`src/hdl/tsp_pkg.sv`:
```
// ----------------------------------------------------------------------------
// Transport stream packetizer package
// Shared constants, state encoding and the command and status bundles that
// join the controller and the datapath.
// ----------------------------------------------------------------------------
package tsp_pkg;

  localparam int unsigned STREAM_SLOTS = 4;
  localparam int unsigned SLOT_W       = (STREAM_SLOTS > 1) ? $clog2(STREAM_SLOTS) : 1;

  localparam int unsigned TS_SIZE      = 188;
  localparam int unsigned IN_DATA_W    = 128;
  localparam int unsigned OUT_DATA_W   = 32;
  localparam int unsigned OUT_USER_W   = 2;
  localparam int unsigned CFG_W        = 33;

  localparam logic [32:0] DEFAULT_DELAY = 33'd63000;
  localparam logic [7:0]  SYNC_BYTE     = 8'h47;
  localparam logic [7:0]  ADAPT_FLAGS   = 8'h50;
  localparam logic [6:0]  PCR_RESERVED  = 7'h7e;
  localparam logic [7:0]  PES_MARKER    = 8'h80;
  localparam logic [7:0]  STUFF_BYTE    = 8'hff;
  localparam logic [7:0]  LAST_POS      = 8'(TS_SIZE - 1);

  localparam logic ACTION_START = 1'b0;
  localparam logic ACTION_BYTE  = 1'b1;

  typedef enum logic [2:0] {
    ST_IDLE,
    ST_SETUP,
    ST_HDR,
    ST_DATA,
    ST_FLUSH
  } state_e;

  typedef struct packed {
    logic load_desc;
    logic take_byte;
    logic setup;
    logic push_hdr;
    logic push_data;
    logic flush;
  } cmd_t;

  typedef struct packed {
    logic rem_zero;
    logic pos_zero;
    logic hdr_last;
    logic push_ok;
    logic held_valid;
    logic out_free;
  } status_t;

endpackage

```
`src/hdl/tsp_datapath.sv`:
```
// ----------------------------------------------------------------------------
// Transport stream packetizer datapath
// Holds the frame descriptor, continuity counters and header parameters,
// generates header bytes, assembles bytes into words and drives the output.
// ----------------------------------------------------------------------------
module tsp_datapath (
  input  logic                          clk_i,
  input  logic                          rst_ni,
  input  tsp_pkg::cmd_t                 cmd_i,
  output tsp_pkg::status_t              sts_o,
  input  logic [tsp_pkg::IN_DATA_W-1:0] in_data_i,
  input  logic                          cfg_valid_i,
  input  logic [tsp_pkg::CFG_W-1:0]     cfg_data_i,
  output logic                          m_valid_o,
  input  logic                          m_ready_i,
  output logic [31:0]                   m_word_o,
  output logic                          m_pend_o,
  output logic                          m_fend_o,
  output logic                          m_last_o
);
  import tsp_pkg::*;

  logic [32:0] delay_q;
  logic [3:0]  cc_q [STREAM_SLOTS];
  logic [SLOT_W-1:0] slot_q;
  logic [12:0] pid_q;
  logic [7:0]  sid_q;
  logic [32:0] pts_q, dts_q;
  logic        key_q;
  logic [23:0] len_q, rem_q;
  logic [7:0]  pos_q;
  logic        first_q;
  logic [23:0] asm_q;
  logic [1:0]  fill_q;
  logic [7:0]  byte_q;

  logic        adapt_q, wd_q;
  logic [7:0]  stuff_q, alen_q, htot_q, k_q;
  logic [3:0]  cc_cur_q;
  logic [32:0] pcr_q, ptsd_q, dtsd_q;
  logic [15:0] pes_q;

  logic        held_v_q, held_pend_q, held_fend_q;
  logic [31:0] held_q;
  logic        out_v_q, out_pend_q, out_fend_q, out_last_q;
  logic [31:0] out_q;

  logic        s_wd, s_adapt;
  logic [7:0]  s_hlen, s_body, s_stuff;
  logic [24:0] s_pes;
  logic [3:0]  s_cc;
  logic [SLOT_W-1:0] in_slot;

  logic [7:0]  hbyte, pbyte, j, p;
  logic [3:0]  fb;
  logic [32:0] sv;
  logic [2:0]  si;
  logic        push, word_done, pend;
  logic [31:0] word;

  assign in_slot = SLOT_W'(32'(in_data_i[1:0]) % STREAM_SLOTS);

  // Header parameters for the packet about to start.
  always_comb begin
    s_wd    = (dts_q != pts_q);
    s_adapt = first_q & key_q;
    s_hlen  = 8'd4 + (s_adapt ? 8'd8 : 8'd0) + (first_q ? (s_wd ? 8'd19 : 8'd14) : 8'd0);
    s_body  = 8'(TS_SIZE) - s_hlen;
    s_stuff = (rem_q < {16'd0, s_body}) ? (s_body - rem_q[7:0]) : 8'd0;
    s_pes   = {1'b0, len_q} + (s_wd ? 25'd13 : 25'd8);
    s_cc    = cc_q[slot_q] + 4'd1;
  end

  // Header byte at position k_q.
  always_comb begin
    j     = k_q - 8'd4;
    p     = k_q - 8'd4 - alen_q;
    fb    = 4'd1;
    sv    = dtsd_q;
    si    = 3'd0;
    pbyte = 8'h00;
    if (p < 8'd14) begin
      fb = wd_q ? 4'd3 : 4'd2;
      sv = ptsd_q;
      si = 3'(p - 8'd9);
    end else begin
      si = 3'(p - 8'd14);
    end
    unique case (p)
      8'd0, 8'd1: pbyte = 8'h00;
      8'd2:       pbyte = 8'h01;
      8'd3:       pbyte = sid_q;
      8'd4:       pbyte = pes_q[15:8];
      8'd5:       pbyte = pes_q[7:0];
      8'd6:       pbyte = PES_MARKER;
      8'd7:       pbyte = {1'b1, wd_q, 6'd0};
      8'd8:       pbyte = wd_q ? 8'd10 : 8'd5;
      default: begin
        unique case (si)
          3'd0:    pbyte = {fb, sv[32:30], 1'b1};
          3'd1:    pbyte = sv[29:22];
          3'd2:    pbyte = {sv[21:15], 1'b1};
          3'd3:    pbyte = sv[14:7];
          default: pbyte = {sv[6:0], 1'b1};
        endcase
      end
    endcase
    if (k_q == 8'd0) begin
      hbyte = SYNC_BYTE;
    end else if (k_q == 8'd1) begin
      hbyte = {1'b0, first_q, 1'b0, pid_q[12:8]};
    end else if (k_q == 8'd2) begin
      hbyte = pid_q[7:0];
    end else if (k_q == 8'd3) begin
      hbyte = {2'b00, adapt_q | (stuff_q != 8'd0), 1'b1, cc_cur_q};
    end else if (j < alen_q) begin
      if (adapt_q) begin
        unique case (j)
          8'd0:    hbyte = 8'd7 + stuff_q;
          8'd1:    hbyte = ADAPT_FLAGS;
          8'd2:    hbyte = pcr_q[32:25];
          8'd3:    hbyte = pcr_q[24:17];
          8'd4:    hbyte = pcr_q[16:9];
          8'd5:    hbyte = pcr_q[8:1];
          8'd6:    hbyte = {pcr_q[0], PCR_RESERVED};
          8'd7:    hbyte = 8'h00;
          default: hbyte = STUFF_BYTE;
        endcase
      end else begin
        unique case (j)
          8'd0:    hbyte = stuff_q - 8'd1;
          8'd1:    hbyte = 8'h00;
          default: hbyte = STUFF_BYTE;
        endcase
      end
    end else begin
      hbyte = pbyte;
    end
  end

  assign push      = cmd_i.push_hdr | cmd_i.push_data;
  assign word_done = push && (fill_q == 2'd3);
  assign pend      = (pos_q == LAST_POS);
  assign word      = {asm_q, cmd_i.push_hdr ? hbyte : byte_q};

  assign sts_o.rem_zero   = (rem_q == 24'd0);
  assign sts_o.pos_zero   = (pos_q == 8'd0);
  assign sts_o.hdr_last   = (k_q == htot_q - 8'd1);
  assign sts_o.out_free   = !out_v_q || m_ready_i;
  assign sts_o.push_ok    = !((fill_q == 2'd3) && held_v_q && !sts_o.out_free);
  assign sts_o.held_valid = held_v_q;

  always_ff @(posedge clk_i or negedge rst_ni) begin
    if (!rst_ni) begin
      delay_q  <= DEFAULT_DELAY;
      for (int i = 0; i < STREAM_SLOTS; i++) cc_q[i] <= 4'd0;
      slot_q   <= '0;
      rem_q    <= '0;
      pos_q    <= '0;
      first_q  <= 1'b0;
      asm_q    <= '0;
      fill_q   <= '0;
      k_q      <= '0;
      held_v_q <= 1'b0;
      out_v_q  <= 1'b0;
    end else begin
      if (cfg_valid_i) delay_q <= cfg_data_i;
      if ((word_done && held_v_q) || cmd_i.flush) begin
        out_v_q <= 1'b1;
      end else if (m_ready_i) begin
        out_v_q <= 1'b0;
      end
      if (cmd_i.load_desc) begin
        slot_q  <= in_slot;
        rem_q   <= in_data_i[113:90];
        pos_q   <= '0;
        first_q <= (in_data_i[113:90] != 24'd0);
        asm_q   <= '0;
        fill_q  <= '0;
      end
      if (cmd_i.setup) begin
        cc_q[slot_q] <= s_cc;
        k_q          <= '0;
      end
      if (cmd_i.push_hdr) begin
        if (sts_o.hdr_last) begin
          k_q     <= '0;
          first_q <= 1'b0;
        end else begin
          k_q <= k_q + 8'd1;
        end
      end
      if (cmd_i.push_data) rem_q <= rem_q - 24'd1;
      if (push) begin
        pos_q <= pend ? 8'd0 : pos_q + 8'd1;
        if (word_done) begin
          asm_q    <= '0;
          fill_q   <= '0;
          held_v_q <= 1'b1;
        end else begin
          asm_q  <= {asm_q[15:0], cmd_i.push_hdr ? hbyte : byte_q};
          fill_q <= fill_q + 2'd1;
        end
      end
      if (cmd_i.flush) begin
        held_v_q <= 1'b0;
      end
    end
  end

  always_ff @(posedge clk_i) begin
    if (cmd_i.load_desc) begin
      pid_q <= in_data_i[14:2];
      sid_q <= in_data_i[22:15];
      pts_q <= in_data_i[55:23];
      dts_q <= in_data_i[88:56];
      key_q <= in_data_i[89];
      len_q <= in_data_i[113:90];
    end
    if (cmd_i.take_byte) byte_q <= in_data_i[121:114];
    if (cmd_i.setup) begin
      wd_q     <= s_wd;
      adapt_q  <= s_adapt;
      stuff_q  <= s_stuff;
      alen_q   <= s_adapt ? s_stuff + 8'd8 : s_stuff;
      htot_q   <= s_hlen + s_stuff;
      cc_cur_q <= s_cc;
      pcr_q    <= dts_q - delay_q;
      ptsd_q   <= pts_q + delay_q;
      dtsd_q   <= dts_q + delay_q;
      pes_q    <= (s_pes > 25'h00ffff) ? 16'd0 : s_pes[15:0];
    end
    if (word_done) begin
      held_q      <= word;
      held_pend_q <= pend;
      held_fend_q <= pend && cmd_i.push_data && (rem_q == 24'd1);
      if (held_v_q) begin
        out_q      <= held_q;
        out_pend_q <= held_pend_q;
        out_fend_q <= held_fend_q;
        out_last_q <= 1'b0;
      end
    end
    if (cmd_i.flush) begin
      out_q      <= held_q;
      out_pend_q <= held_pend_q;
      out_fend_q <= held_fend_q;
      out_last_q <= 1'b1;
    end
  end

  assign m_valid_o = out_v_q;
  assign m_word_o  = out_q;
  assign m_pend_o  = out_pend_q;
  assign m_fend_o  = out_fend_q;
  assign m_last_o  = out_last_q;

  a_pos_range: assert property (@(posedge clk_i) disable iff (!rst_ni)
    pos_q < 8'(TS_SIZE)) else $error("packet position out of range");
  a_pos_fill: assert property (@(posedge clk_i) disable iff (!rst_ni)
    pos_q[1:0] == fill_q) else $error("assembler out of step with packet");
  a_word_room: assert property (@(posedge clk_i) disable iff (!rst_ni)
    (word_done && held_v_q) |-> sts_o.out_free) else $error("output overrun");

endmodule

```
`src/hdl/tsp_ctrl.sv`:
```
// ----------------------------------------------------------------------------
// Transport stream packetizer controller
// Sequences descriptor loads, header generation, payload bytes and the
// final word flush of each input beat.
// ----------------------------------------------------------------------------
module tsp_ctrl (
  input  logic             clk_i,
  input  logic             rst_ni,
  input  logic             s_valid_i,
  input  logic             s_action_i,
  output logic             s_ready_o,
  output tsp_pkg::cmd_t    cmd_o,
  input  tsp_pkg::status_t sts_i
);
  import tsp_pkg::*;

  state_e state_q, state_d;
  logic   acc;

  assign acc = s_valid_i && (state_q == ST_IDLE);

  always_comb begin
    state_d = state_q;
    unique case (state_q)
      ST_IDLE: begin
        if (acc && s_action_i == ACTION_BYTE && !sts_i.rem_zero) begin
          state_d = sts_i.pos_zero ? ST_SETUP : ST_DATA;
        end
      end
      ST_SETUP: state_d = ST_HDR;
      ST_HDR: begin
        if (sts_i.push_ok && sts_i.hdr_last) state_d = ST_DATA;
      end
      ST_DATA: begin
        if (sts_i.push_ok) state_d = ST_FLUSH;
      end
      ST_FLUSH: begin
        if (!sts_i.held_valid || sts_i.out_free) state_d = ST_IDLE;
      end
      default: state_d = ST_IDLE;
    endcase
  end

  always_comb begin
    cmd_o     = '0;
    s_ready_o = (state_q == ST_IDLE);
    unique case (state_q)
      ST_IDLE: begin
        cmd_o.load_desc = acc && (s_action_i == ACTION_START);
        cmd_o.take_byte = acc && (s_action_i == ACTION_BYTE);
      end
      ST_SETUP: cmd_o.setup     = 1'b1;
      ST_HDR:   cmd_o.push_hdr  = sts_i.push_ok;
      ST_DATA:  cmd_o.push_data = sts_i.push_ok;
      ST_FLUSH: cmd_o.flush     = sts_i.held_valid && sts_i.out_free;
      default: ;
    endcase
  end

  always_ff @(posedge clk_i or negedge rst_ni) begin
    if (!rst_ni) begin
      state_q <= ST_IDLE;
    end else begin
      state_q <= state_d;
    end
  end

  a_idle_empty: assert property (@(posedge clk_i) disable iff (!rst_ni)
    (state_q == ST_IDLE) |-> !sts_i.held_valid) else $error("word left behind");
  a_setup_hdr: assert property (@(posedge clk_i) disable iff (!rst_ni)
    (state_q == ST_SETUP) |=> (state_q == ST_HDR)) else $error("setup not followed by header");
  a_one_push: assert property (@(posedge clk_i) disable iff (!rst_ni)
    !(cmd_o.push_hdr && cmd_o.push_data)) else $error("two byte sources at once");

endmodule

```
`src/hdl/ts_pes_packetizer_top.sv`:
```
// ----------------------------------------------------------------------------
// Transport stream PES packetizer
// Cuts elementary-stream frames into 188-byte transport packets as 32-bit words.
// ----------------------------------------------------------------------------
// Input beats arrive on s_axis: tuser 0 is a frame start with its descriptor,
// tuser 1 carries one payload byte. Output beats leave on m_axis as 32-bit
// big-endian words, with tlast on the last word caused by an input beat and
// tuser marking packet end and frame end.
// The pcr_delay register is written on the cfg channel while the block is idle;
// the user must keep to this, as the block does not enforce it. A payload byte
// inside a packet passes through accept, byte push and flush. The first byte of
// a packet adds a setup step and 4 to 187 header and stuffing bytes, produced
// one byte per cycle by the byte assembler while the output does not stall. Each
// word passes a holding register and then the output register to reach m_axis.
// After reset the continuity counters are zero, no frame is open and
// pcr_delay is 63000. When the receiver stalls, one word waits in the output
// register and one in a holding register; further bytes then wait until the
// output register drains, and no input beat is taken.
// ----------------------------------------------------------------------------
module ts_pes_packetizer_top (
  input  logic                          clk_i,
  input  logic                          rst_ni,
  input  logic                          s_axis_tvalid,
  output logic                          s_axis_tready,
  // slot[1:0] pid[14:2] stream_id[22:15] pts[55:23] dts[88:56] key_frame[89]
  // frame_length[113:90] data_byte[121:114], zero above
  input  logic [tsp_pkg::IN_DATA_W-1:0] s_axis_tdata,
  // action[0]
  input  logic                          s_axis_tuser,
  output logic                          m_axis_tvalid,
  input  logic                          m_axis_tready,
  // out_word[31:0]
  output logic [tsp_pkg::OUT_DATA_W-1:0] m_axis_tdata,
  // packet_end[0] frame_end[1]
  output logic [tsp_pkg::OUT_USER_W-1:0] m_axis_tuser,
  output logic                          m_axis_tlast,
  input  logic                          cfg_valid_i,
  output logic                          cfg_ready_o,
  input  logic [tsp_pkg::CFG_W-1:0]     cfg_data_i
);
  import tsp_pkg::*;

  cmd_t    cmd;
  status_t sts;

  assign cfg_ready_o = 1'b1;

  tsp_ctrl u_ctrl (
    .clk_i      (clk_i),
    .rst_ni     (rst_ni),
    .s_valid_i  (s_axis_tvalid),
    .s_action_i (s_axis_tuser),
    .s_ready_o  (s_axis_tready),
    .cmd_o      (cmd),
    .sts_i      (sts)
  );

  tsp_datapath u_dp (
    .clk_i       (clk_i),
    .rst_ni      (rst_ni),
    .cmd_i       (cmd),
    .sts_o       (sts),
    .in_data_i   (s_axis_tdata),
    .cfg_valid_i (cfg_valid_i),
    .cfg_data_i  (cfg_data_i),
    .m_valid_o   (m_axis_tvalid),
    .m_ready_i   (m_axis_tready),
    .m_word_o    (m_axis_tdata),
    .m_pend_o    (m_axis_tuser[0]),
    .m_fend_o    (m_axis_tuser[1]),
    .m_last_o    (m_axis_tlast)
  );

endmodule
```
`config.mk`:
```
export PLATFORM = sky130hd
export DESIGN_NAME = ts_pes_packetizer_top
export DESIGN_NICKNAME = d
export VERILOG_FILES = /design/src/hdl/tsp_pkg.sv /design/src/hdl/tsp_datapath.sv /design/src/hdl/tsp_ctrl.sv /design/src/hdl/ts_pes_packetizer_top.sv
export SDC_FILE = /design/constraint.sdc
export NUM_CORES = 1
export LEC_CHECK = 0
export BUFFER_PORTS_ARGS = -buffer_cell sky130_fd_sc_hd__buf_2
export CORE_MARGIN = 2
export CORE_UTILIZATION = 40
export DETAILED_ROUTE_END_ITERATION = 12
export PLACE_DENSITY_LB_ADDON = 0.15
export SLEW_MARGIN = 20
export SYNTH_ARGS = -nofsm -noshare
export SYNTH_HDL_FRONTEND = slang
export SYNTH_SLANG_ARGS = --single-unit
```
`constraint.sdc`:
```
create_clock -name clk_i -period 11.6 [get_ports clk_i]
set_input_delay 2.32 -clock clk_i [delete_from_list [all_inputs] [get_ports clk_i]]
set_output_delay 2.32 -clock clk_i [all_outputs]
set_load 0.01 [all_outputs]
```
==> impl_metrics.tcl, run 1 <==
set metrics [dict create \
    grt_max_degree 72 \
    antenna_found_initial 0 \
    syn_to_final_growth_pct 14.9 \
    syn_inst 2254 \
    combPwrFrac 0.369 \
    ys_seq_elements 453 \
    fmax_mhz 157 \
    coreArea_mm2 0.0616 \
    final-setup-viol-count 0 \
    pwr-share-seq 0.365 \
    finalClockSkew_ns 0.0253 \
    finalHoldViolations 0 \
    holdWs_ns 0.414 \
    p_int_uw 4150 \
    p_clk_frac 0.266 \
    die_h_um 254 \
    post_cts_buffers 0 \
    drt_iter0_drc 1110 \
    final_cell_area_mm2 0.0286 \
    cts_root_buf "clkbuf_16" \
    clk-insertion-delay-late_ns 0.62 \
    drt_first_pass_iters 5 \
    grt_pass1_wl_mm 106 \
    syn_area_mm2 0.0249 \
    async_flop_share 0.272 \
    clk_pin_slew_ns 0.06 \
    finalWorstSetupSlack_ns 5.23 \
    synth-main-ff-cell "edfxtp_1" \
    ir_worst_vdd_mv 0.132 \
    grt_pass1_vias 18095 \
    slowest_delay_ns 0.77 \
    worstPathMaxFanout 12 \
    cp.arrival_ns 6.70 \
    die_area_mm2 0.0643 \
    overflow 0 \
    cp_cell_sequence "xnor2_1, nand4_1, nor4_1, nand3_1, nand2_1, inv_1, ha_1, xnor2_1, ha_1, nor3_1, a211oi_1, a31oi_1, nor3b_1, ha_1, or3_1, a41oi_1, nor4b_1, o21a_1, o21ai_1, mux2i_1" \
    dp_hpwl_mm 52.3 \
    p_sw_uw 2520 \
    hold_path.class "register to register" \
    cts_tree "done" \
    swShare 0.378 \
    syn_nets 2578 \
    drc 0 \
    slowest_stage "a31oi_1" \
    cts_resized 0 \
    leakagePower_uw 0.0114 \
    worstMarginPinSlew_ns 1.07 \
    nNetsFinal 2762 \
    worst-setup-path-type "register to register" \
    r2r_cells 20 \
    synth_edf_count 329 \
    power-per-cell-area_mw_per_mm2 233 \
    cap_violations 0 \
    numPortBuffers 197 \
    slew_viol_final 0 \
    place_ws_ns 5.12 \
    min_period_ns 6.37 \
    cpMostUsedCell "ha_1" \
    cp-start-kind "register" \
    syn_area_per_cell_um2 11.1 \
    clock_sinks 453 \
    endpoint_kind "register" \
    start_util 0.405 \
    die_x_um 254 \
    fin_crit_sh 0.549 \
    drtAntennaViolNets 0 \
    drt-vias-per-instance 5.44 \
    drive_gt1_frac 0.148 \
    rows 91 \
    ioPinCount 205 \
    final_util 0.465 \
    fin_tns_setup_ns 0 \
    cts_buffers 52 \
    max_slew_margin 0.276 \
    outcome "finished clean" \
    gp_congestion 0.936 \
    whs_path_depth 0 \
    rsz0062_at_grt "false" \
    clock_path_buffers 3 \
    critPathRequiredTime_ns 11.93 \
    drt-total-wl_mm 69.2 \
    yosysSeqAreaShare 0.521 \
    place_area_mm2 0.0268 \
    vias 18045 \
    yosysUniqueCellTypes 95 \
    cts_max_level 2 \
    cts_hold_buf 0 \
    track_usage 0.215 \
    ys_warn_count 0 \
    wl_per_cell_um 20.8 \
    num_antenna_cells 0 \
]
==> cells by family (layout without fill, tap and decap cells) <==
family | Yosys count | count (layout) | synth area share
simple gates | 636 | 636 | 0.125
compound gates | 573 | 573 | 0.155
flops | 453 | 453 | 0.521
buf+inv | 217 | 445 | 0.0335
xor+xnor | 178 | 178 | 0.0626
fa+ha+maj | 157 | 157 | 0.0806
mux | 39 | 39 | 0.0220
other cells | 1 | 1 | 0.000150
==> worst paths after layout <==
check / end / slack (ns) / startpoint
worst min-delay path: u_dp.m_word_o[4]$_DFFE_PP_ / 0.41 / u_dp.held_q[4]$_DFFE_PP_
worst max-delay path: u_dp.htot_q[7]$_DFFE_PP_ / 5.23 / u_dp.dts_q[0]$_DFFE_PP_
min in group asynchronous: u_dp.rem_q[6]$_DFFE_PN0P_ / 1.70 / rst_ni
max in group asynchronous: u_dp.rem_q[13]$_DFFE_PN0P_ / 8.56 / rst_ni
worst max register to register: u_dp.htot_q[7]$_DFFE_PP_ / 5.23 / u_dp.dts_q[0]$_DFFE_PP_
worst min register to register: u_dp.m_word_o[4]$_DFFE_PP_ / 0.41 / u_dp.held_q[4]$_DFFE_PP_
==> worst max-delay path: cells and delay by family, from the launching register on <==
| kind | cells | cell delay [ns] |
|---|---|---|
| buf+inv | 1 | 0.16 |
| flops | 1 | 0.43 |
| simple gates | 8 | 2.57 |
| compound gates | 5 | 1.10 |
| xor+xnor | 2 | 0.70 |
| mux | 1 | 0.15 |
| fa+ha+maj | 3 | 0.98 |
==> cells in the mapped netlist (all sizes together), types with 10 or more instances <==
| cell | count | area, um^2 |
|---|---|---|
| o21ai | 132 | 661 |
| mux4 | 11 | 248 |
| clkbuf | 69 | 259 |
| mux2 | 17 | 191 |
| nand2b | 26 | 163 |
| nand3 | 51 | 255 |
| and3 | 23 | 144 |
| a22oi | 17 | 128 |
| mux2i | 11 | 110 |
| nand4 | 24 | 156 |
| a21oi | 132 | 664 |
| buf | 13 | 68.8 |
| o21a | 25 | 188 |
| dfrtp | 115 | 2880 |
| o22ai | 15 | 93.8 |
| a21o | 31 | 233 |
| o211ai | 13 | 111 |
| xor2 | 51 | 447 |
| nand2 | 172 | 646 |
| inv | 135 | 507 |
| nor2b | 34 | 213 |
| edfxtp | 329 | 9880 |
| or3 | 16 | 100 |
| nor3 | 42 | 210 |
| nor2 | 173 | 649 |
| ha | 151 | 1890 |
| a31oi | 15 | 93.8 |
| o21bai | 22 | 165 |
| a311oi | 10 | 87.6 |
| a211o | 11 | 96.3 |
| a22o | 26 | 228 |
| a211oi | 19 | 148 |
| nor4 | 22 | 168 |
| xnor2 | 127 | 1110 |
| and2 | 14 | 87.6 |
| o31ai | 20 | 150 |
==> state kept, by name (all words and copies together) (netlist names), 13 cells and up <==
register       count
u_dp.pes_q        16
u_dp.cc_q         16
u_dp.m_word_o     32
u_dp.pid_q        13
u_dp.dtsd_q       33
u_dp.len_q        24
u_dp.ptsd_q       33
u_dp.rem_q        24
u_dp.asm_q        24
u_dp.dts_q        33
u_dp.held_q       32
u_dp.pcr_q        32
u_dp.delay_q      33
u_dp.pts_q        33
==> through the flow <==
step                cells  power (uW)
floorplan            2254        4110
global placement     3221        4870
detailed placement   3221        4920
CTS                  3319        6720
global route         3319        7070
finish               3319        6670
==> layer usage <==
layer,wire [um],track usage,vias up
met5,0,0,-
met1,30100,0.281,8778
li1,-,-,8684
met3,2740,0.0247,109
met2,33900,0.370,474
met4,2380,0.0774,0
==> final cells by class <==
type                       instances  area, um^2
sequential                       453       13000
clock buffer                      65        1380
clock inverter                    33         499
timing repair buffer             212        1100
multi-input combinational       1584       11100
fill                            5673       33000
tap                              837        1050
inverter                         135         509
==> power groups by stage <==
stage | Clock (uW) | Combinational [uW] | Sequential [uW]
floorplan | 0 | 1720 | 2390
global placement | 0 | 2420 | 2450
detailed placement | 0 | 2450 | 2460
CTS | 1820 | 2470 | 2440
global route | 1880 | 2720 | 2470
finish | 1780 | 2460 | 2430
==> cell usage in the layout (no fill, tap or decap), types with 25 or more instances in the layout <==
| master | n |
|---|---|
| o21a_1 | 25 |
| o21ai_0 | 129 |
| ha_1 | 151 |
| clkbuf_16 | 52 |
| a21oi_1 | 131 |
| inv_1 | 134 |
| a21o_1 | 31 |
| xnor2_1 | 127 |
| nor3_1 | 42 |
| xor2_1 | 51 |
| edfxtp_1 | 329 |
| buf_2 | 196 |
| nor2b_1 | 34 |
| nand2_1 | 172 |
| nand3_1 | 51 |
| nor2_1 | 171 |
| dfrtp_1 | 115 |
| a22o_1 | 26 |
| nand2b_1 | 26 |
(Power assumes the default switching activity.)
==> run 2, diff against run 1 <==
==> constraint.sdc (replaced) <==
create_clock -name clk_i -period 6.37 [get_ports clk_i]
set_input_delay 1.274 -clock clk_i [delete_from_list [all_inputs] [get_ports clk_i]]
set_output_delay 1.274 -clock clk_i [all_outputs]
set_load 0.01 [all_outputs]
==> impl_metrics.tcl, run 2 (synthesis results as in run 1) <==
set metrics [dict create \
    finalHoldViolations 0 \
    drt_iter0_drc 1172 \
    endpoint_kind "register" \
    drt-total-wl_mm 71.1 \
    die_h_um 254 \
    cts_buffers 49 \
    rrSetupSlack_ns 0.54 \
    placed_cells 3231 \
    cap_violations 0 \
    clk_pin_slew_ns 0.06 \
    slew_viol_final 0 \
    whs_path_depth 0 \
    syn_to_final_growth_pct 14.5 \
    outcome "finished clean" \
    drt-vias-per-instance 5.49 \
    final_cell_mix "edfxtp_1 (329), buf_2 (196), nand2_1 (172)" \
    cp.arrival_ns 6.17 \
    grt_max_degree 106 \
    cts_max_level 2 \
    start_util 0.405 \
    route.met2.wl_mm 33.6 \
    nNetsFinal 2769 \
    num_antenna_cells 0 \
    wl_per_cell_um 21.4 \
    ioPinCount 205 \
    cp-start-kind "register" \
    die_x_um 254 \
    holdWs_ns 0.416 \
    worst-setup-path-type "register to register" \
    drive_gt1_frac 0.152 \
    worstMarginPinSlew_ns 0.968 \
    power-per-cell-area_mw_per_mm2 418 \
    die_area_mm2 0.0643 \
    hold_path.class "register to register" \
    numPortBuffers 197 \
    routed-wl-met3_mm 3.78 \
    grt_pass1_wl_mm 107 \
    critPathRequiredTime_ns 6.71 \
    post_cts_buffers 0 \
    finalClockSkew_ns 0.0292 \
    coreArea_mm2 0.0616 \
    overflow 0 \
    antenna_found_initial 1 \
    fin_crit_sh 0.915 \
    worstPathMaxFanout 12 \
    highest_layer "met5" \
    gp_congestion 0.907 \
    fmax_mhz 172 \
    track_usage 0.220 \
    leakagePower_uw 0.0113 \
    min_period_ns 5.83 \
    clk-insertion-delay-late_ns 0.61 \
    cts_root_buf "clkbuf_16" \
    clock_path_buffers 3 \
    clock_sinks 453 \
    max_slew_margin 0.352 \
    ir_worst_vdd_mv 0.254 \
    vias 18231 \
    fin_tns_setup_ns 0 \
    cts_resized 0 \
    cts_hold_buf 0 \
    grt_pass1_vias 17959 \
    rsz0062_at_grt "false" \
    total_power_uw 11900 \
    r2r_cells 22 \
    final_common_cell "edfxtp_1" \
    wl_met1_mm 30.6 \
    dp_hpwl_mm 53.8 \
    cts_tree "done" \
    drtAntennaViolNets 0 \
    rows 91 \
    drc 0 \
    drt_first_pass_iters 6 \
    final-setup-viol-count 0 \
    final_cells 3323 \
]
## run 2: changes by cell type in the layout (fill, tap and decap cells not counted), sizes merged
cell / before / now
clkinv: 19 / 14
clkbuf: 65 / 60
bufinv: 10 / 5
inv: 137 / 139
clkinvlp: 2 / 9
buf: 212 / 222
## run 2: power by group
part | switching (uW) | internal, uW
clock network | 1250 | 1690
registers | 440 | 3980
logic | 2930 | 1630
## run 2: path summary, 6_finish.rpt
kind,from,to
setup / recovery,u_dp.dts_q[1]$_DFFE_PP_,u_dp.htot_q[6]$_DFFE_PP_
hold reg to reg,u_dp.held_q[26]$_DFFE_PP_,u_dp.m_word_o[26]$_DFFE_PP_
hold / removal,u_dp.held_q[26]$_DFFE_PP_,u_dp.m_word_o[26]$_DFFE_PP_
setup reg to reg,u_dp.dts_q[1]$_DFFE_PP_,u_dp.htot_q[6]$_DFFE_PP_
min in group asynchronous,rst_ni,u_dp.asm_q[9]$_DFFE_PN0P_
max in group asynchronous,rst_ni,u_dp.rem_q[8]$_DFFE_PN0P_
## run 2: critical path, stage by stage (launching register included)
cell	delay (ns)
edfxtp_1	0.46
xnor2_1	0.60
nand4_1	0.18
nor4_1	0.37
nand3_1	0.41
nand2_1	0.27
inv_1	0.14
ha_1	0.38
xnor2_1	0.27
inv_1	0.08
ha_1	0.20
nor3_1	0.20
a211oi_1	0.12
a31oi_1	0.19
buf_4	0.21
nor3b_1	0.31
ha_1	0.34
nor2b_1	0.15
o21ai_0	0.14
nand2b_1	0.11
a21o_1	0.18
a21oi_1	0.16
xnor2_1	0.08
## run 2: routing by layer
layer,GRT usage,vias up
li1,-,8702
met2,0.366,547
met1,0.285,8835
met4,0.0969,2
met3,0.0338,145
met5,0,-
## run 2: layout make-up
class / instances / area [um^2]
fillers: 5788 / 33100
flip-flops and latches: 453 / 13000
repair buffers: 222 / 1190
clock buffers: 60 / 1320
clock inverters: 32 / 349
inverters: 135 / 512
well taps: 837 / 1050
multi-input cells: 1584 / 11100
## run 2: metrics by stage
stage | utilization | area, um^2 | setup WS, ns
6_report | 0.463 | 28500 | 0.542
4_1_cts | 0.463 | 28500 | 0.692
5_1_grt | 0.463 | 28500 | 0.276
3_3_place_gp | 0.436 | 26900 | 0.759
3_5_place_dp | 0.436 | 26900 | 0.760
2_1_floorplan | - | 24900 | 0.509
